===== config.mk =====
export PLATFORM = sky130hd
export DESIGN_NAME = tar_stream_parser_flat
export DESIGN_NICKNAME = d
export VERILOG_FILES = /design/src/design/tsp_pkg.sv /design/src/design/tsp_in_if.sv /design/src/design/tsp_out_if.sv /design/src/design/tar_stream_parser.sv /design/src/flat_wrapper.sv
export SDC_FILE = /design/constraint.sdc
export NUM_CORES = 1
export LEC_CHECK = 0
export ABC_CLOCK_PERIOD_IN_PS = 4600
export BUFFER_PORTS_ARGS = -buffer_cell sky130_fd_sc_hd__buf_2
export CORE_ASPECT_RATIO = 2
export CORE_MARGIN = 4
export CORE_UTILIZATION = 50
export DETAILED_ROUTE_END_ITERATION = 12
export PLACE_DENSITY = 0.79
export SYNTH_ARGS = -nofsm -noshare
export SYNTH_HDL_FRONTEND = slang
export SYNTH_SLANG_ARGS = --single-unit

===== constraint.sdc =====
create_clock -name clk -period 4.6 [get_ports clk]
set_input_delay 0.69 -clock clk [delete_from_list [all_inputs] [get_ports clk]]
set_output_delay 0.69 -clock clk [all_outputs]
set_load 0.05 [all_outputs]

===== src/design/tsp_pkg.sv =====
// Package for the tar stream parser: field widths, header layout positions,
// role and entry-kind codes, and the ustar magic lookup.
// No dependencies; every other design file imports it.
`timescale 1ns / 1ps

package tsp_pkg;

  localparam int BLOCK_BYTES      = 512;
  localparam int SIZE_FIELD_BYTES = 12;

  localparam int BYTE_W  = 8;
  localparam int OFS_W   = $clog2(BLOCK_BYTES);
  localparam int SIZE_W  = 36;
  localparam int CHK_W   = 24;
  localparam int SUM_W   = 18;
  localparam int CODE_W  = 3;

  // Header layout
  localparam int POS_SIZE  = 124;
  localparam int POS_CHK   = 148;
  localparam int LEN_CHK   = 8;
  localparam int POS_TYPE  = 156;
  localparam int POS_MAGIC = 257;
  localparam int LEN_MAGIC = 5;

  // Characters
  localparam logic [BYTE_W-1:0] CH_NUL   = 8'h00;
  localparam logic [BYTE_W-1:0] CH_SPACE = 8'h20;
  localparam logic [BYTE_W-1:0] CH_ZERO  = 8'h30;
  localparam logic [BYTE_W-1:0] CH_SEVEN = 8'h37;
  localparam logic [BYTE_W-1:0] CH_DIR   = 8'h35;
  localparam logic [BYTE_W-1:0] CH_LONG  = 8'h4C;

  typedef enum logic [CODE_W-1:0] {
    ROLE_HEADER   = 3'd0,
    ROLE_LONGNAME = 3'd1,
    ROLE_DATA     = 3'd2,
    ROLE_PAD      = 3'd3,
    ROLE_END      = 3'd4
  } role_t;

  typedef enum logic [CODE_W-1:0] {
    KIND_REGULAR = 3'd0,
    KIND_DIR     = 3'd1,
    KIND_LONG    = 3'd2,
    KIND_OTHER   = 3'd3,
    KIND_END     = 3'd4
  } kind_t;

  // Expected character of the ustar magic at a given index
  function automatic logic [BYTE_W-1:0] magic_char(input logic [2:0] idx);
    logic [BYTE_W-1:0] c;
    case (idx)
      3'd0:    c = 8'h75; // u
      3'd1:    c = 8'h73; // s
      3'd2:    c = 8'h74; // t
      3'd3:    c = 8'h61; // a
      3'd4:    c = 8'h72; // r
      default: c = CH_NUL;
    endcase
    return c;
  endfunction

endpackage


===== src/design/tsp_in_if.sv =====
// Input channel of the tar stream parser: one archive byte per beat.
// Depends on tsp_pkg.
`timescale 1ns / 1ps

interface tsp_in_if;
  import tsp_pkg::*;

  logic              valid;
  logic              ready;
  logic [BYTE_W-1:0] byte_in;

  modport source (output valid, output byte_in, input ready);
  modport sink   (input valid, input byte_in, output ready);
endinterface


===== src/design/tsp_out_if.sv =====
// Result channel of the tar stream parser: tagged byte plus header facts.
// Depends on tsp_pkg.
`timescale 1ns / 1ps

interface tsp_out_if;
  import tsp_pkg::*;

  logic              valid;
  logic              ready;
  logic [BYTE_W-1:0] byte_out;
  logic [CODE_W-1:0] role;
  logic [OFS_W-1:0]  block_offset;
  logic              header_done;
  logic [CODE_W-1:0] entry_kind;
  logic [SIZE_W-1:0] entry_size;
  logic              checksum_ok;
  logic              is_ustar;
  logic              last_data;
  logic              format_error;

  modport source (output valid, output byte_out, output role, output block_offset,
                  output header_done, output entry_kind, output entry_size,
                  output checksum_ok, output is_ustar, output last_data,
                  output format_error, input ready);
  modport sink   (input valid, input byte_out, input role, input block_offset,
                  input header_done, input entry_kind, input entry_size,
                  input checksum_ok, input is_ustar, input last_data,
                  input format_error, output ready);
endinterface


===== src/design/tar_stream_parser.sv =====
// Tar stream parser: one byte in, one tagged result beat out.
// An input register holds each byte and a result register holds its tagged beat.
// One byte per cycle while the result side takes beats; the per-byte counters and header
// accumulators are computed between the two registers and update as each byte moves on.
// Reset (rst_n low, synchronous): both registers empty, parser back to the
// start of a header block with all header accumulators cleared.
`timescale 1ns / 1ps

module tar_stream_parser (
  input  logic          clk,
  input  logic          rst_n,
  tsp_in_if.sink        in_ch,
  tsp_out_if.source     out_ch
);
  import tsp_pkg::*;

  // Pipeline control
  logic              s1_valid_r;
  logic [BYTE_W-1:0] s1_byte_r;
  logic              out_valid_r;
  logic              adv;
  logic              step;

  // Parser state
  role_t             phase_r,     phase_nxt;
  logic [OFS_W-1:0]  offset_r,    offset_nxt;
  logic [SIZE_W-1:0] data_left_r, data_left_nxt;
  logic [SIZE_W-1:0] size_acc_r,  size_acc_nxt;
  logic              size_end_r,  size_end_nxt;
  logic [CHK_W-1:0]  chk_acc_r,   chk_acc_nxt;
  logic              chk_end_r,   chk_end_nxt;
  logic [SUM_W-1:0]  usum_r,      usum_nxt;
  logic [SUM_W-1:0]  ssum_r,      ssum_nxt;
  logic [BYTE_W-1:0] type_r,      type_nxt;
  logic              magic_r,     magic_nxt;
  logic              zero_r,      zero_nxt;
  logic              derr_r,      derr_nxt;

  // Result of the byte in the input register
  role_t             res_role;
  logic              res_done;
  kind_t             res_kind;
  logic [SIZE_W-1:0] res_size;
  logic              res_ok;
  logic              res_ustar;
  logic              res_last;
  logic              res_ferr;

  // Result register
  logic [BYTE_W-1:0] o_byte_r;
  role_t             o_role_r;
  logic [OFS_W-1:0]  o_ofs_r;
  logic              o_done_r;
  kind_t             o_kind_r;
  logic [SIZE_W-1:0] o_size_r;
  logic              o_ok_r;
  logic              o_ustar_r;
  logic              o_last_r;
  logic              o_ferr_r;

  // Decode helpers
  logic              last_blk;
  logic              in_size, in_chk, at_magic;
  logic              fld_end, fld_oct;
  logic [BYTE_W-1:0] sum_byte;
  logic [2:0]        magic_idx;
  kind_t             kind_c;

  // Handshake: result register moves when empty or taken
  assign adv         = !out_valid_r || out_ch.ready;
  assign step        = s1_valid_r && adv;
  assign in_ch.ready = !s1_valid_r || adv;

  // Byte classification within the header
  always_comb begin
    last_blk  = (offset_r == OFS_W'(BLOCK_BYTES - 1));
    in_size   = (offset_r >= OFS_W'(POS_SIZE)) &&
                (offset_r <  OFS_W'(POS_SIZE + SIZE_FIELD_BYTES));
    in_chk    = (offset_r >= OFS_W'(POS_CHK)) && (offset_r < OFS_W'(POS_CHK + LEN_CHK));
    at_magic  = (offset_r >= OFS_W'(POS_MAGIC)) &&
                (offset_r <  OFS_W'(POS_MAGIC + LEN_MAGIC));
    magic_idx = 3'(offset_r - OFS_W'(POS_MAGIC));
    fld_end   = (s1_byte_r == CH_NUL) || (s1_byte_r == CH_SPACE);
    fld_oct   = s1_byte_r inside {[CH_ZERO:CH_SEVEN]};
    sum_byte  = in_chk ? CH_SPACE : s1_byte_r;
  end

  // Next state and result for the byte in the input register
  always_comb begin
    phase_nxt     = phase_r;
    data_left_nxt = data_left_r;
    size_acc_nxt  = size_acc_r;
    size_end_nxt  = size_end_r;
    chk_acc_nxt   = chk_acc_r;
    chk_end_nxt   = chk_end_r;
    usum_nxt      = usum_r;
    ssum_nxt      = ssum_r;
    type_nxt      = type_r;
    magic_nxt     = magic_r;
    zero_nxt      = zero_r;
    derr_nxt      = derr_r;
    offset_nxt    = last_blk ? '0 : offset_r + 1'b1;
    kind_c        = KIND_OTHER;

    res_role  = phase_r;
    res_done  = 1'b0;
    res_kind  = KIND_REGULAR;
    res_size  = '0;
    res_ok    = 1'b0;
    res_ustar = 1'b0;
    res_last  = 1'b0;
    res_ferr  = 1'b0;

    case (phase_r)
      ROLE_HEADER: begin
        zero_nxt = zero_r && (s1_byte_r == CH_NUL);

        // Octal size field
        if (in_size && !size_end_r) begin
          if (fld_end) begin
            size_end_nxt = 1'b1;
          end else if (fld_oct) begin
            size_acc_nxt = {size_acc_r[SIZE_W-4:0], s1_byte_r[2:0]};
          end else begin
            derr_nxt = 1'b1;
          end
        end

        // Octal checksum field
        if (in_chk && !chk_end_r) begin
          if (fld_end) begin
            chk_end_nxt = 1'b1;
          end else if (fld_oct) begin
            chk_acc_nxt = {chk_acc_r[CHK_W-4:0], s1_byte_r[2:0]};
          end else begin
            derr_nxt = 1'b1;
          end
        end

        // Running sums, checksum field counted as spaces
        usum_nxt = usum_r + {{(SUM_W-BYTE_W){1'b0}}, sum_byte};
        ssum_nxt = ssum_r + {{(SUM_W-BYTE_W){sum_byte[BYTE_W-1]}}, sum_byte};

        if (offset_r == OFS_W'(POS_TYPE)) begin
          type_nxt = s1_byte_r;
        end
        if (at_magic && (s1_byte_r != magic_char(magic_idx))) begin
          magic_nxt = 1'b0;
        end

        // Block end: report the header and choose what follows
        if (last_blk) begin
          if (zero_nxt) begin
            kind_c = KIND_END;
          end else if ((type_r == CH_ZERO) || (type_r == CH_NUL)) begin
            kind_c = KIND_REGULAR;
          end else if (type_r == CH_DIR) begin
            kind_c = KIND_DIR;
          end else if (type_r == CH_LONG) begin
            kind_c = KIND_LONG;
          end else begin
            kind_c = KIND_OTHER;
          end

          res_done  = 1'b1;
          res_kind  = kind_c;
          res_size  = size_acc_r;
          res_ok    = (chk_acc_r == CHK_W'(usum_nxt)) ||
                      (!ssum_nxt[SUM_W-1] && (chk_acc_r == CHK_W'(ssum_nxt)));
          res_ustar = magic_r;
          res_ferr  = derr_r;

          case (kind_c)
            KIND_END:  phase_nxt = ROLE_END;
            KIND_LONG: phase_nxt = ROLE_LONGNAME;
            KIND_REGULAR: begin
              if (size_acc_r != '0) begin
                data_left_nxt = size_acc_r;
                phase_nxt     = ROLE_DATA;
              end else begin
                phase_nxt = ROLE_HEADER;
              end
            end
            default:   phase_nxt = ROLE_HEADER;
          endcase

          // Clear header accumulators for the next header
          size_acc_nxt = '0;
          size_end_nxt = 1'b0;
          chk_acc_nxt  = '0;
          chk_end_nxt  = 1'b0;
          usum_nxt     = '0;
          ssum_nxt     = '0;
          type_nxt     = '0;
          magic_nxt    = 1'b1;
          zero_nxt     = 1'b1;
          derr_nxt     = 1'b0;
        end
      end

      ROLE_LONGNAME, ROLE_PAD: begin
        if (last_blk) begin
          phase_nxt = ROLE_HEADER;
        end
      end

      ROLE_DATA: begin
        if (data_left_r != '0) begin
          data_left_nxt = data_left_r - 1'b1;
        end
        if (data_left_nxt == '0) begin
          res_last  = 1'b1;
          phase_nxt = last_blk ? ROLE_HEADER : ROLE_PAD;
        end
      end

      default: begin
        phase_nxt = ROLE_END;
        res_role  = ROLE_END;
      end
    endcase
  end

  // Control registers
  always_ff @(posedge clk) begin
    if (!rst_n) begin
      s1_valid_r  <= 1'b0;
      out_valid_r <= 1'b0;
      phase_r     <= ROLE_HEADER;
      offset_r    <= '0;
      data_left_r <= '0;
      size_acc_r  <= '0;
      size_end_r  <= 1'b0;
      chk_acc_r   <= '0;
      chk_end_r   <= 1'b0;
      usum_r      <= '0;
      ssum_r      <= '0;
      type_r      <= '0;
      magic_r     <= 1'b1;
      zero_r      <= 1'b1;
      derr_r      <= 1'b0;
    end else begin
      if (in_ch.valid && in_ch.ready) begin
        s1_valid_r <= 1'b1;
      end else if (adv) begin
        s1_valid_r <= 1'b0;
      end
      if (adv) begin
        out_valid_r <= s1_valid_r;
      end
      if (step) begin
        phase_r     <= phase_nxt;
        offset_r    <= offset_nxt;
        data_left_r <= data_left_nxt;
        size_acc_r  <= size_acc_nxt;
        size_end_r  <= size_end_nxt;
        chk_acc_r   <= chk_acc_nxt;
        chk_end_r   <= chk_end_nxt;
        usum_r      <= usum_nxt;
        ssum_r      <= ssum_nxt;
        type_r      <= type_nxt;
        magic_r     <= magic_nxt;
        zero_r      <= zero_nxt;
        derr_r      <= derr_nxt;
      end
    end
  end

  // Payload registers: capture input beat, then the tagged result
  always_ff @(posedge clk) begin
    if (in_ch.valid && in_ch.ready) begin
      s1_byte_r <= in_ch.byte_in;
    end
    if (step) begin
      o_byte_r  <= s1_byte_r;
      o_role_r  <= res_role;
      o_ofs_r   <= offset_r;
      o_done_r  <= res_done;
      o_kind_r  <= res_kind;
      o_size_r  <= res_size;
      o_ok_r    <= res_ok;
      o_ustar_r <= res_ustar;
      o_last_r  <= res_last;
      o_ferr_r  <= res_ferr;
    end
  end

  assign out_ch.valid        = out_valid_r;
  assign out_ch.byte_out     = o_byte_r;
  assign out_ch.role         = o_role_r;
  assign out_ch.block_offset = o_ofs_r;
  assign out_ch.header_done  = o_done_r;
  assign out_ch.entry_kind   = o_kind_r;
  assign out_ch.entry_size   = o_size_r;
  assign out_ch.checksum_ok  = o_ok_r;
  assign out_ch.is_ustar     = o_ustar_r;
  assign out_ch.last_data    = o_last_r;
  assign out_ch.format_error = o_ferr_r;

endmodule


===== src/flat_wrapper.sv =====
// flat-port wrapper written by rule: the top's interface ports become plain ports
module tar_stream_parser_flat import tsp_pkg::*;
  (clk, rst_n, in_ch_valid, in_ch_byte_in, in_ch_ready, out_ch_valid, out_ch_byte_out, out_ch_role, out_ch_block_offset, out_ch_header_done, out_ch_entry_kind, out_ch_entry_size, out_ch_checksum_ok, out_ch_is_ustar, out_ch_last_data, out_ch_format_error, out_ch_ready);
  tsp_in_if in_ch_i ();
  tsp_out_if out_ch_i ();
  input  logic clk;
  input  logic rst_n;
  input wire logic [$bits(in_ch_i.valid)-1:0] in_ch_valid;
  input wire logic [$bits(in_ch_i.byte_in)-1:0] in_ch_byte_in;
  output wire logic [$bits(in_ch_i.ready)-1:0] in_ch_ready;
  output wire logic [$bits(out_ch_i.valid)-1:0] out_ch_valid;
  output wire logic [$bits(out_ch_i.byte_out)-1:0] out_ch_byte_out;
  output wire logic [$bits(out_ch_i.role)-1:0] out_ch_role;
  output wire logic [$bits(out_ch_i.block_offset)-1:0] out_ch_block_offset;
  output wire logic [$bits(out_ch_i.header_done)-1:0] out_ch_header_done;
  output wire logic [$bits(out_ch_i.entry_kind)-1:0] out_ch_entry_kind;
  output wire logic [$bits(out_ch_i.entry_size)-1:0] out_ch_entry_size;
  output wire logic [$bits(out_ch_i.checksum_ok)-1:0] out_ch_checksum_ok;
  output wire logic [$bits(out_ch_i.is_ustar)-1:0] out_ch_is_ustar;
  output wire logic [$bits(out_ch_i.last_data)-1:0] out_ch_last_data;
  output wire logic [$bits(out_ch_i.format_error)-1:0] out_ch_format_error;
  input wire logic [$bits(out_ch_i.ready)-1:0] out_ch_ready;
  assign in_ch_i.valid = in_ch_valid;
  assign in_ch_i.byte_in = in_ch_byte_in;
  assign in_ch_ready = in_ch_i.ready;
  assign out_ch_valid = out_ch_i.valid;
  assign out_ch_byte_out = out_ch_i.byte_out;
  assign out_ch_role = out_ch_i.role;
  assign out_ch_block_offset = out_ch_i.block_offset;
  assign out_ch_header_done = out_ch_i.header_done;
  assign out_ch_entry_kind = out_ch_i.entry_kind;
  assign out_ch_entry_size = out_ch_i.entry_size;
  assign out_ch_checksum_ok = out_ch_i.checksum_ok;
  assign out_ch_is_ustar = out_ch_i.is_ustar;
  assign out_ch_last_data = out_ch_i.last_data;
  assign out_ch_format_error = out_ch_i.format_error;
  assign out_ch_i.ready = out_ch_ready;
  tar_stream_parser u_core (.clk(clk), .rst_n(rst_n), .in_ch(in_ch_i), .out_ch(out_ch_i));
endmodule

Word level (Yosys, flattened, before mapping)

Cells that the tools add are included.

Output and inout port bits: 66
Bits in latches: 0
Bits in writable memories: 0
Bits in registers: 231
Input port bits: 12
Memories: 0
Memory bits (read-only): 0

Magnitude comparators: 8
$add $sub $neg: 5
Div/mod/pow operators: 0
Multiply operators: 0
Shift-type cells: 0
Muxes and demuxes: 54
Reductions and logical operators: 49
Equality and inequality tests: 24
Bitwise operators: 0

Operator list:

| kind                                                | count |
|---|---|
| two-way mux 36 bit                                  | 9 |
| two-way mux 24 bit                                  | 4 |
| case mux 36 bit (2 select lines)                    | 1 |
| nonzero test 36 bit                                 | 2 |
| equality test 24 x 18 -> 1 bit                      | 2 |
| zero test 36 bit                                    | 1 |
| two-way mux 18 bit                                  | 2 |
| subtractor 36 x 1 -> 36 bit, second input constant  | 1 |
| case mux 7 bit (5 select lines)                     | 1 |
| two-way mux 8 bit                                   | 4 |
| equality test 8 x 6 -> 1 bit, second input constant | 3 |
| two-way mux 3 bit                                   | 8 |
| two-way mux 1 bit                                   | 20 |
| adder 18 bit                                        | 1 |
| adder 18 x 8 -> 18 bit                              | 1 |
| < comparator 9 x 8 -> 1 bit, second input constant  | 2 |
| case mux 3 bit (3 select lines)                     | 2 |
| zero test 8 bit                                     | 2 |
| nonzero test 2 bit                                  | 8 |
| equality test 3 x 2 -> 1 bit, second input constant | 5 |
| AND reduction 5 bit                                 | 3 |
| AND reduction 4 bit                                 | 3 |
| logical AND 1 bit                                   | 11 |
| != test 2 x 1 -> 1 bit, second input constant       | 5 |
| 24 further kinds                                    | 39 |

Logic depth before layout (Yosys ltp)

Gate-level depths: netlist of run 1.

Depth after elaboration: 11
Gate-level depth with buffers: 17

Least setup slack after synthesis of run 1

No wires, ideal clock.

Kind: input-to-reg
Start point: input port out_ch_ready
End point: register u_core.type_r[0]
Setup time: 123 ps
Path buffers: 2
Slack: -57 ps
Stages on the path: 10
Arrival: 4535 ps
Path through: nor2b_1 nand2b_1 clkbuf_1 inv_1 clkbuf_1 nand2_1 nor3_1 a21oi_1 a22oi_1 nor2b_1

Word-level cells in the longest chain between the ends: 3

Ends and longest elaborated chain:

| item                                 | line                     | text |
|---|---|---|
| start, declared                      | flat_wrapper.sv:22       | `input wire logic [$bits(out_ch_i.ready)-1:0] out_ch_ready;` |
| logical OR 1 bit                     | tar_stream_parser.sv:70  | `assign adv = !out_valid_r \|\| out_ch.ready;` |
| logical AND 1 bit                    | tar_stream_parser.sv:71  | `assign step = s1_valid_r && adv;` |
| named net u_core.step                | tar_stream_parser.sv:22  | `logic step;` |
| AND reduction 3 bit (no source line) | --                       |  |
| end signal, assigned                 | tar_stream_parser.sv:261 | `type_r <= type_nxt;` |
| end, declared                        | tar_stream_parser.sv:34  | `logic [BYTE_W-1:0] type_r, type_nxt;` |

The timed path passes the listed nets, and every way through them passes these cells.
A chain may end at the register's enable or synchronous reset.

Final worst setup path of run 1

Start point: register u_core.offset_r[5]
End point: register u_core.o_ok_r (netlist: u_core.out_ch.checksum_ok) (data pin)

Word-level cells in the longest chain between the ends: 7
Elaborated cells on any way between the ends: 13
Those cells by class: add/sub: 2; order compare: 2; eq/ne: 3; mux: 1; reduce/logical: 5

Ends and longest elaborated chain:

| item                                                                               | line                     | text |
|---|---|---|
| start, declared                                                                    | tar_stream_parser.sv:26  | `logic [OFS_W-1:0] offset_r, offset_nxt;` |
| start signal, assigned                                                             | tar_stream_parser.sv:253 | `offset_r <= offset_nxt;` |
| >= comparator 9 x 8 -> 1 bit / < comparator 9 x 8 -> 1 bit (equally long branches) | tar_stream_parser.sv:79  | `in_chk = (offset_r >= OFS_W'(POS_CHK)) && (offset_r < OFS_W'(POS_CHK + LEN_CHK));` |
| logical AND 1 bit                                                                  | tar_stream_parser.sv:79  |  |
| two-way mux 8 bit                                                                  | tar_stream_parser.sv:85  | `sum_byte = in_chk ? CH_SPACE : s1_byte_r;` |
| adder 18 bit                                                                       | tar_stream_parser.sv:142 | `ssum_nxt = ssum_r + {{(SUM_W-BYTE_W){sum_byte[BYTE_W-1]}}, sum_byte};` |
| equality test 24 x 18 -> 1 bit / zero test 1 bit (equally long branches)           | tar_stream_parser.sv:169 | `(!ssum_nxt[SUM_W-1] && (chk_acc_r == CHK_W'(ssum_nxt)));` |
| logical AND 1 bit                                                                  | tar_stream_parser.sv:169 |  |
| logical OR 1 bit                                                                   | tar_stream_parser.sv:168 | `res_ok = (chk_acc_r == CHK_W'(usum_nxt)) \|\|` |
| end signal, assigned                                                               | tar_stream_parser.sv:281 | `o_ok_r <= res_ok;` |
| end, declared                                                                      | tar_stream_parser.sv:56  | `logic o_ok_r;` |

Parallel ways exist; a longest one is shown, timed or not.

==> impl_results.md, run 1 <==
* Status: complete, no violations
* Slew @ Worst Pin at 1.08 ns
* RSZ-0062 raised after global routing: false
* Cell Pwr Density at 322 mW/mm^2
* Reg power frac at 0.449
* First-pass DRT Iterations at 5
* Clk buf depth at 3
* CTS tree: yes
* Netlist Area Pre-Place at 0.0135 sq mm
* Die Area at 0.0298 sq mm
* GRT overflow at 0
* Final worst path period need at 4.45 ns
* Switching power at 1.32 mW
* Final setup viols at 0
* CP required at 4.93 ns
* Layout cell share with drive strength beyond 1 at 0.134
* Clock tree sinks at 231
* Hold Path Class: in2reg
* Crit path DAT at 4.78 ns
* VDD IR max at 0.252 mV
* DR iter-0 viols at 844
* Layout area overhead at 12.8%
* Post-CTS resize count at 0
* Vias per Instance at 6.31
* Initial antenna violation count at 0
* Clock Skews at 0.0308 ns
* GRT Total Usage at 0.291
* DRT Wirelength at 43400 um
* Crit share post-route at 0.968
* Via Count at 12700
* Clock Latency Late Sink at 0.54 ns
* Drc violations at 0
* Post-synth net total at 1644
* Slew headroom at 0.276
* Setup CP Type: reg2reg
* First-pass GRT wire length at 67400 um
* Dpl ws at 0.0609 ns
* Multi-input gate area at 0.00761 sq mm
* Clk pwr share at 0.411
* Post-synthesis area per instance at 8.43 sq um
* Max Slew Vio Count at 0
* Crit start category: register
* Share of flip-flops with an asynchronous set or reset at 0
* Commonest non-fill, non-tap cells in the layout: 159 x dfxtp_1, 153 x nand2_1, 126 x nor2_1, 86 x a21oi_1, 85 x o21ai_0
* Post-DP HPWL at 31400 um
* Final WS setup at 0.147 ns
* CP Buf/Inv Count at 1
* Clk slew on worst S/H paths at 0.08 ns
* Most common cell after layout, fill and taps aside: dfxtp_1
* Max Cap Viol at 0
* Cells after Synth at 1599
* Vias in the first global route at 12600
* Slowest stage cell, crit path: o211ai_1
* Int Power at 3.57 mW
* Post-Route Setup TNS at 0 ns
* H-tree depth at 1
* Starting density of the core at 0.509
* Antenna Violating Nets Remaining at 0
* Setup bufs post-CTS at 0
* I/O Buffers at 77
* Delay-heaviest family, CP: compound AO/OA/AOI/OAI gates
* # fillers at 2403
* Largest net degree at the start of global routing at 72
* Yosys reg bits at 231
* Nets at 1698
* Leakage at 5.80 nW
* Final Total Pwr at 4.89 mW
* Crit path cell chain: nor4b_2 -> buf_4 -> a31oi_1 -> xor2_1 -> ha_1 -> a2111oi_0 -> nor3_1 -> a41oi_2 -> o21a_1 -> o211ai_1 -> xnor2_1 -> nand2_1 -> or4_1 -> o32ai_1
* Synth unique cells at 82
* Clock Tree Root: clkbuf_16
* CP peak stage delay at 0.77 ns
* Diode count at 0
* CTS Hold Bufs at 0
* Row count at 84
* Gpl congestion at 1.00
* I/O pin count at 78
* Top FF cell, synth: dfxtp_1
* Die outline height at 240 um
* Switch share at 0.271
* Final Hold Fails at 0
* Core Footprint at 0.0265 sq mm
* Crit end category: register
* Yosys warning count at 0
* Drt wl/cell at 21.6 um
* Die Wd at 124 um
* Fmax at 225 MHz
* Logic pwr share at 0.141
* Register area at 0.00535 sq mm
* EDFF count, synth at 72
* CP Max Fanout at 6
* Part of the Yosys area used for sequential elements at 0.396
* Number of CTS-inserted buffers at 22
## worst paths after layout
kind,startpoint,slack (ns),cells after the start,end
worst min register to register,u_core.chk_acc_r[21],0.47,2,u_core.chk_acc_r[21]
worst min-delay path,in_ch_byte_in[3],0.32,1,u_core.s1_byte_r[3]
worst max-delay path,u_core.offset_r[5],0.15,14,u_core.out_ch.checksum_ok
worst max register to register,u_core.offset_r[5],0.15,14,u_core.out_ch.checksum_ok
## cells in the mapped netlist (4+ instances only)
library cell	count	area share
dfxtp_1	159	0.24
nand2_1	154	0.043
nor2_1	127	0.035
clkbuf_1	108	0.030
a21oi_1	86	0.032
o21ai_0	85	0.032
nand3_1	84	0.031
edfxtp_1	72	0.16
a21boi_0	70	0.039
and3_1	56	0.026
xnor2_1	53	0.034
nor2b_1	49	0.023
nor3_1	45	0.017
and2_1	40	0.019
nor4_1	36	0.017
a22oi_1	35	0.019
ha_1	33	0.031
xor2_1	30	0.019
inv_1	29	0.0081
or3_1	20	0.0093
nand4_1	18	0.0084
a31oi_1	15	0.0070
mux2i_1	12	0.0089
nand2b_1	12	0.0056
o221a_2	11	0.0092
o211ai_1	9	0.0050
o22ai_1	9	0.0042
a41oi_1	7	0.0045
nand3b_1	7	0.0039
o31a_1	7	0.0045
a211oi_1	6	0.0033
nor4b_1	6	0.0039
a2111oi_0	5	0.0032
o21a_1	5	0.0028
o21bai_1	5	0.0028
or4_1	5	0.0028
a21o_1	4	0.0022
a31o_2	4	0.0026
buf_1	4	0.0011
o31ai_1	4	0.0022
## stage by stage
step | cells | util | instance area, sq um | hold WS (ns)
3_5_place_dp | 1973 | 0.544 | 14400 | 0.435
6_report | 2013 | 0.574 | 15200 | 0.319
4_1_cts | 2013 | 0.574 | 15200 | 0.308
3_3_place_gp | 1973 | 0.544 | 14400 | 0.430
2_1_floorplan | 1599 | - | 13500 | 0.403
5_1_grt | 2013 | 0.574 | 15200 | 0.307
## power by group through the flow
stage	clock, mW	sequential [mW]	combinational, mW
after floorplan	0	2.31	0.377
after global placement	0	2.24	0.658
after detailed placement	0	2.24	0.668
after CTS	2.03	2.19	0.670
after global routing	2.12	2.20	0.740
final	2.01	2.19	0.689
## metal layers
layer	routed length [um]	vias up	track usage	part of all wire
met5	0	-	0	0
met4	4170	0	0.238	0.096
met3	1890	224	0.0428	0.043
met2	23500	474	0.540	0.54
met1	13900	6085	0.270	0.32
li1	-	5926	-	-
## cells by family after synthesis
| logic type | Yosys count | share of synthesized area |
|---|---|---|
| multiplexers | 12 | 0.00891 |
| buffers and inverters | 148 | 0.0429 |
| flip-flops | 231 | 0.396 |
| XOR/XNOR | 84 | 0.0556 |
| AO/OA/AOI/OAI | 410 | 0.206 |
| adder cells (fa/ha/maj) | 34 | 0.0314 |
| AND/OR/NAND/NOR | 680 | 0.259 |
## sequential cells by signal, summed over array words and instances, names as in the netlist, 9 cells and up
signal                      cells
u_core.size_acc_r              36
u_core.chk_acc_r               24
u_core.usum_r                  18
u_core.ssum_r                  18
u_core.out_ch.entry_size       36
u_core.data_left_r             36
u_core.out_ch.block_offset      9
u_core.offset_r                 9
## final cells by class
cell class | count | share of cell area
Tap cell | 344 | 0.0283
Inverter | 30 | 0.00740
Clock buffer | 27 | 0.0401
Sequential cell | 231 | 0.351
Multi-Input combinational cell | 1220 | 0.500
Timing Repair Buffer | 148 | 0.0605
Clock inverter | 13 | 0.0120
Note: power is estimated with default switching activity, not from simulation.
==> inputs of run 2 (changes only) <==
- RECOVER_POWER: default -> 50
==> impl_results.md, run 2 (synthesis results as in run 1) <==
* Diode count at 0 (unchanged)
* Worst Reg-to-Reg Cells at 14 (unchanged)
* Final setup viols at 0 (unchanged)
* GRT busiest layer: met2 (unchanged)
* Nets at 1698 (unchanged)
* Met2 Use GR at 0.540 (unchanged)
* Die Wd at 124 um (unchanged)
* Number of CTS-inserted buffers at 22 (unchanged)
* Via Count at 12700 (unchanged)
* Row count at 84 (unchanged)
* Fin cells at 2013 (unchanged)
* Core Footprint at 0.0265 sq mm (unchanged)
* Setup bufs post-CTS at 0 (unchanged)
* Setup CP Type: reg2reg (unchanged)
* CP required at 4.93 ns (about the same)
* Most common cell after layout, fill and taps aside: dfxtp_1 (unchanged)
* Leakage at 5.57 nW (was 5.80 nW)
* Vias in the first global route at 12600 (unchanged)
* Die Area at 0.0298 sq mm (unchanged)
* Drt wl/cell at 21.6 um (about the same)
* Placed Cells at 1973 (unchanged)
* Clock Skews at 0.0317 ns (was 0.0308 ns)
* Hold Path Class: in2reg (unchanged)
* Worst R2R Start: u_core.offset_r[5] (unchanged)
* Largest net degree at the start of global routing at 72 (unchanged)
* CTS Hold Bufs at 0 (unchanged)
* Worst Setup EP: u_core.out_ch.checksum_ok (unchanged)
* Dpl ws at 0.0609 ns (unchanged)
* Final worst path period need at 4.42 ns (was 4.45 ns)
* Crit start category: register (unchanged)
* First-pass GRT wire length at 67400 um (unchanged)
* Post-layout util at 0.569 (was 0.574)
* H-tree depth at 1 (unchanged)
* Slew @ Worst Pin at 2.13 ns (was 1.08 ns)
* Gpl congestion at 1.00 (unchanged)
* Post-DP HPWL at 31400 um (unchanged)
* DRT Wirelength at 43500 um (was 43400 um)
* R2R Setup Slk at 0.18 ns (was 0.15 ns)
* Crit share post-route at 0.962 (was 0.968)
* First-pass DRT Iterations at 5 (unchanged)
* Met3 Use GR at 0.0428 (unchanged)
* Critical Path Start: u_core.offset_r[5] (unchanged)
* Final WS setup at 0.177 ns (was 0.147 ns)
* Met1 usage at 0.270 (unchanged)
* Max Slew Vio Count at 111 (was 0)
* Cell Pwr Density at 324 mW/mm^2 (was 322 mW/mm^2)
* Clock tree sinks at 231 (unchanged)
* Layout cell share with drive strength beyond 1 at 0.0833 (was 0.134)
* Drc violations at 0 (unchanged)
* Antenna Violating Nets Remaining at 0 (unchanged)
* Crit path DAT at 4.75 ns (was 4.78 ns)
* CTS tree: yes (unchanged)
* Die outline height at 240 um (unchanged)
* Commonest non-fill, non-tap cells in the layout: 159 x dfxtp_1, 153 x nand2_1, 126 x nor2_1, 86 x a21oi_1, 85 x o21ai_0 (unchanged)
* RSZ-0062 raised after global routing: false (unchanged)
* Crit end category: register (unchanged)
* GRT Total Usage at 0.291 (unchanged)
* Failing checks: capacitance limit, slew limit
* Slew headroom at -0.422 (was 0.276)
* Clock Tree Root: clkbuf_16 (unchanged)
* Status: complete, but fails checks (was complete, no violations)
* CP Max Fanout at 6 (unchanged)
* Clk slew on worst S/H paths at 0.07 ns (was 0.08 ns)
* I/O pin count at 78 (unchanged)
* Clock Latency Late Sink at 0.54 ns (about the same)
* Fmax at 226 MHz (was 225 MHz)
* Vias per Instance at 6.31 (unchanged)
* Max Cap Viol at 2 (was 0)
* I/O Buffers at 77 (unchanged)
* Clk buf depth at 3 (unchanged)
* Layout area overhead at 11.7% (was 12.8%)
* VDD IR max at 0.252 mV (about the same)
* FF-to-FF End: u_core.out_ch.checksum_ok (unchanged)
* DR iter-0 viols at 908 (was 844)
* Starting density of the core at 0.509 (unchanged)
* Initial antenna violation count at 0 (unchanged)
* Post-Route Setup TNS at 0 ns (unchanged)
* GRT overflow at 0 (unchanged)
* Final Hold Fails at 0 (unchanged)
-- run 2: critical path, stage by stage, from the launching register on --
cell and delay [ns]:
dfxtp_1 0.32, nor4b_2 0.30, buf_4 0.20, a31oi_1 0.12, xor2_1 0.16, ha_1 0.29, a2111oi_0 0.14, nor3_1 0.51
a41oi_2 0.29, o21a_1 0.25, o211ai_1 0.76, xnor2_1 0.19, nand2_1 0.08, or4_1 0.46, o32ai_1 0.15
-- run 2: how the worst min path moves through the flow --
stage	start	end	slack, ns	cells after the start
final	in_ch_byte_in[3]	u_core.s1_byte_r[3]	0.32	1
after global routing	in_ch_byte_in[2]	u_core.s1_byte_r[2]	0.31	1
after CTS	in_ch_byte_in[3]	u_core.s1_byte_r[3]	0.31	1
after detailed placement	u_core.magic_r	u_core.magic_r	0.44	1
after global placement	u_core.magic_r	u_core.magic_r	0.43	1
after floorplan	u_core.offset_r[3]	u_core.out_ch.block_offset[3]	0.40	0
-- run 2: per-layer routing --
layer  share of wire  wire length (um)
met4           0.098              4270
met3           0.042              1830
met5               0                 0
met1            0.32             14100
met2            0.54             23300
-- run 2: cell type report --
type,instances,area (sq um)
clock inverters,13,183
fillers,2466,11400
flip-flops and latches,231,5350
clock buffers,27,611
repair buffers,148,773
multi-input cells,1220,7600
inverters,30,113
well taps,344,430
-- run 2: timing repair --
| item | in CTS | in global routing |
|---|---|---|
| resized for setup | 0 | 4 |
| setup endpoints to repair | 0 | 1 |
| endpoints found under the hold margin | 0 | 0 |
-- run 2: through the flow --
step                power [mW]  instance area, sq um  hold slack (ns)
finish                    4.89                 15100            0.321
global route              5.04                 15100            0.307
CTS                       4.89                 15200            0.308
detailed placement        2.90                 14400            0.435
global placement          2.89                 14400            0.430
floorplan                 2.69                 13500            0.403
-- run 2: power by group --
group | internal, mW | switching, mW | total (mW)
Combinational | 0.230 | 0.450 | 0.680
Sequential | 2.15 | 0.0451 | 2.20
Clock | 1.18 | 0.834 | 2.01
==> inputs of run 3 (changes only) <==
- CORE_ASPECT_RATIO: 2 -> 1.2
==> impl_results.md, run 3 (synthesis results as in run 1) <==
* Setup bufs post-CTS at 0 (unchanged)
* Post-layout util at 0.568 (was 0.569)
* Dpl ws at 0.149 ns (was 0.0609 ns)
* First-pass GRT wire length at 62000 um (was 67400 um)
* CP peak stage delay at 0.56 ns (was 0.76 ns)
* Gpl congestion at 0.914 (was 1.00)
* Largest net degree at the start of global routing at 72 (unchanged)
* Starting density of the core at 0.510 (was 0.509)
* Clock Latency Late Sink at 0.54 ns (about the same)
* Hold Path Class: in2reg (unchanged)
* Crit path DAT at 4.74 ns (was 4.75 ns)
* Row count at 65 (was 84)
* Layout area overhead at 11.3% (was 11.7%)
* Clock tree sinks at 231 (unchanged)
* Slew headroom at -0.341 (was -0.422)
* Core Footprint at 0.0264 sq mm (was 0.0265 sq mm)
* Status: complete, but fails checks (unchanged)
* CP Max Fanout at 6 (unchanged)
* Crit start category: register (unchanged)
* Crit path cell chain: nor4b_4 -> nand3_2 -> buf_4 -> nand2b_1 -> ha_1 -> a21oi_1 -> nor2_1 -> a2111oi_0 -> o211a_1 -> o311ai_0 -> a2111o_1 -> nor4_1 -> nand4_1 -> o32ai_1 (was nor4b_2 -> buf_4 -> a31oi_1 -> xor2_1 -> ha_1 -> a2111oi_0 -> nor3_1 -> a41oi_2 -> o21a_1 -> o211ai_1 -> xnor2_1 -> nand2_1 -> or4_1 -> o32ai_1)
* Final Hold Fails at 0 (unchanged)
* Placed Cells at 1946 (was 1973)
* Fin cells at 1992 (was 2013)
* Fmax at 227 MHz (was 226 MHz)
* Clk buf depth at 3 (unchanged)
* Post-Route Setup TNS at 0 ns (unchanged)
* Antenna Violating Nets Remaining at 0 (unchanged)
* Hold path startpoint: in_ch_byte_in[0] (was in_ch_byte_in[3])
* Hold path cells at 1 (unchanged)
* Diode count at 0 (unchanged)
* Max Slew Vio Count at 49 (was 111)
* Worst R2R Start: u_core.offset_r[5] (unchanged)
* Die Area at 0.0297 sq mm (was 0.0298 sq mm)
* Crit end category: register (unchanged)
* CTS Hold Bufs at 0 (unchanged)
* Post-CTS resize count at 0 (unchanged)
* Leakage at 5.55 nW (was 5.57 nW)
* Post-DP HPWL at 26400 um (was 31400 um)
* DRT Wirelength at 38400 um (was 43500 um)
* Max Cap Viol at 1 (was 2)
* Final WS setup at 0.190 ns (was 0.177 ns)
* Nets at 1683 (was 1698)
* I/O pin count at 78 (unchanged)
* Vias in the first global route at 12000 (was 12600)
* Die Wd at 158 um (was 124 um)
* Drt wl/cell at 19.3 um (was 21.6 um)
* Failing checks: capacitance limit, slew limit (unchanged)
* Final setup viols at 0 (unchanged)
* I/O Buffers at 77 (unchanged)
* CTS tree: yes (unchanged)
* Number of CTS-inserted buffers at 25 (was 22)
* Die outline height at 188 um (was 240 um)
* CP required at 4.93 ns (about the same)
* Drc violations at 0 (unchanged)
* Initial antenna violation count at 0 (unchanged)
* GRT Total Usage at 0.252 (was 0.291)
* VDD IR max at 0.238 mV (was 0.252 mV)
* Most common cell after layout, fill and taps aside: dfxtp_1 (unchanged)
* Setup CP Type: reg2reg (unchanged)
* Clock Tree Root: clkbuf_16 (unchanged)
* Critical Path Start: u_core.offset_r[5] (unchanged)
* Cell Pwr Density at 324 mW/mm^2 (about the same)
* First-pass DRT Iterations at 6 (was 5)
* Worst Reg-to-Reg Cells at 14 (unchanged)
* Crit share post-route at 0.959 (was 0.962)
* Commonest non-fill, non-tap cells in the layout: 159 x dfxtp_1, 154 x nand2_1, 126 x nor2_1, 86 x a21oi_1, 85 x o21ai_0 (was 159 x dfxtp_1, 153 x nand2_1, 126 x nor2_1, 86 x a21oi_1, 85 x o21ai_0)
* GRT overflow at 0 (unchanged)
* Via Count at 12500 (was 12700)
* Slew @ Worst Pin at 2.01 ns (was 2.13 ns)
* Clock Skews at 0.0226 ns (was 0.0317 ns)
* Final worst path period need at 4.41 ns (was 4.42 ns)
* WHS at 0.322 ns (was 0.321 ns)
* Layout cell share with drive strength beyond 1 at 0.0797 (was 0.0833)
* H-tree depth at 1 (unchanged)
* DR iter-0 viols at 1164 (was 908)
* Clk slew on worst S/H paths at 0.06 ns (was 0.07 ns)
* Slowest stage cell, crit path: a2111oi_0 (was o211ai_1)
* Vias per Instance at 6.26 (was 6.31)
* RSZ-0062 raised after global routing: false (unchanged)
## run 3: cell count changes in the layout (fill, tap and decap cells not counted), sizes merged
cell	previous run	this run
clkinv	5	7
buf	64	53
bufinv	4	1
## run 3: metal layers
layer  up-vias  routed length (um)  track usage
met1      5971               15400        0.318
met5         -                   0            0
met2       493               19100        0.437
met3        94                2430       0.0325
li1       5908                   -            -
met4         0                1400       0.0924
## run 3: report_power, final
part	switching [mW]	leakage, nW	internal [mW]
logic	0.411	3.21	0.215
clock network	0.864	0.408	1.18
registers	0.0399	1.93	2.15
total	1.32	5.55	3.55
## run 3: stage by stage
step	area [sq um]	power (mW)
after floorplan	13500	2.69
after detailed placement	14300	2.86
after global routing	15000	5.04
final	15000	4.86
after CTS	15100	4.89
after global placement	14300	2.85
## run 3: layout make-up
cell class | instances | area [sq um]
clock inverter | 12 | 110
timing repair buffer | 130 | 676
tap | 335 | 419
clock buffer | 34 | 731
multi-input combinational | 1220 | 7610
inverter | 30 | 113
sequential | 231 | 5350
fill | 2361 | 11400
## run 3: worst max-delay path: cells and delay by family (launching register included)
kind / cells / cell delay, ns
buffers and inverters: 1 / 0.19
DFF: 1 / 0.34
adders and majority gates: 1 / 0.35
and+or+nand+nor: 6 / 1.17
AOI/OAI and AO/OA: 6 / 2.15
## run 3: worst paths after layout
path                                    end  slack (ns)
setup / recovery  u_core.out_ch.checksum_ok        0.19
hold / removal          u_core.s1_byte_r[0]        0.32
setup reg to reg  u_core.out_ch.checksum_ok        0.19
hold reg to reg              u_core.magic_r        0.47
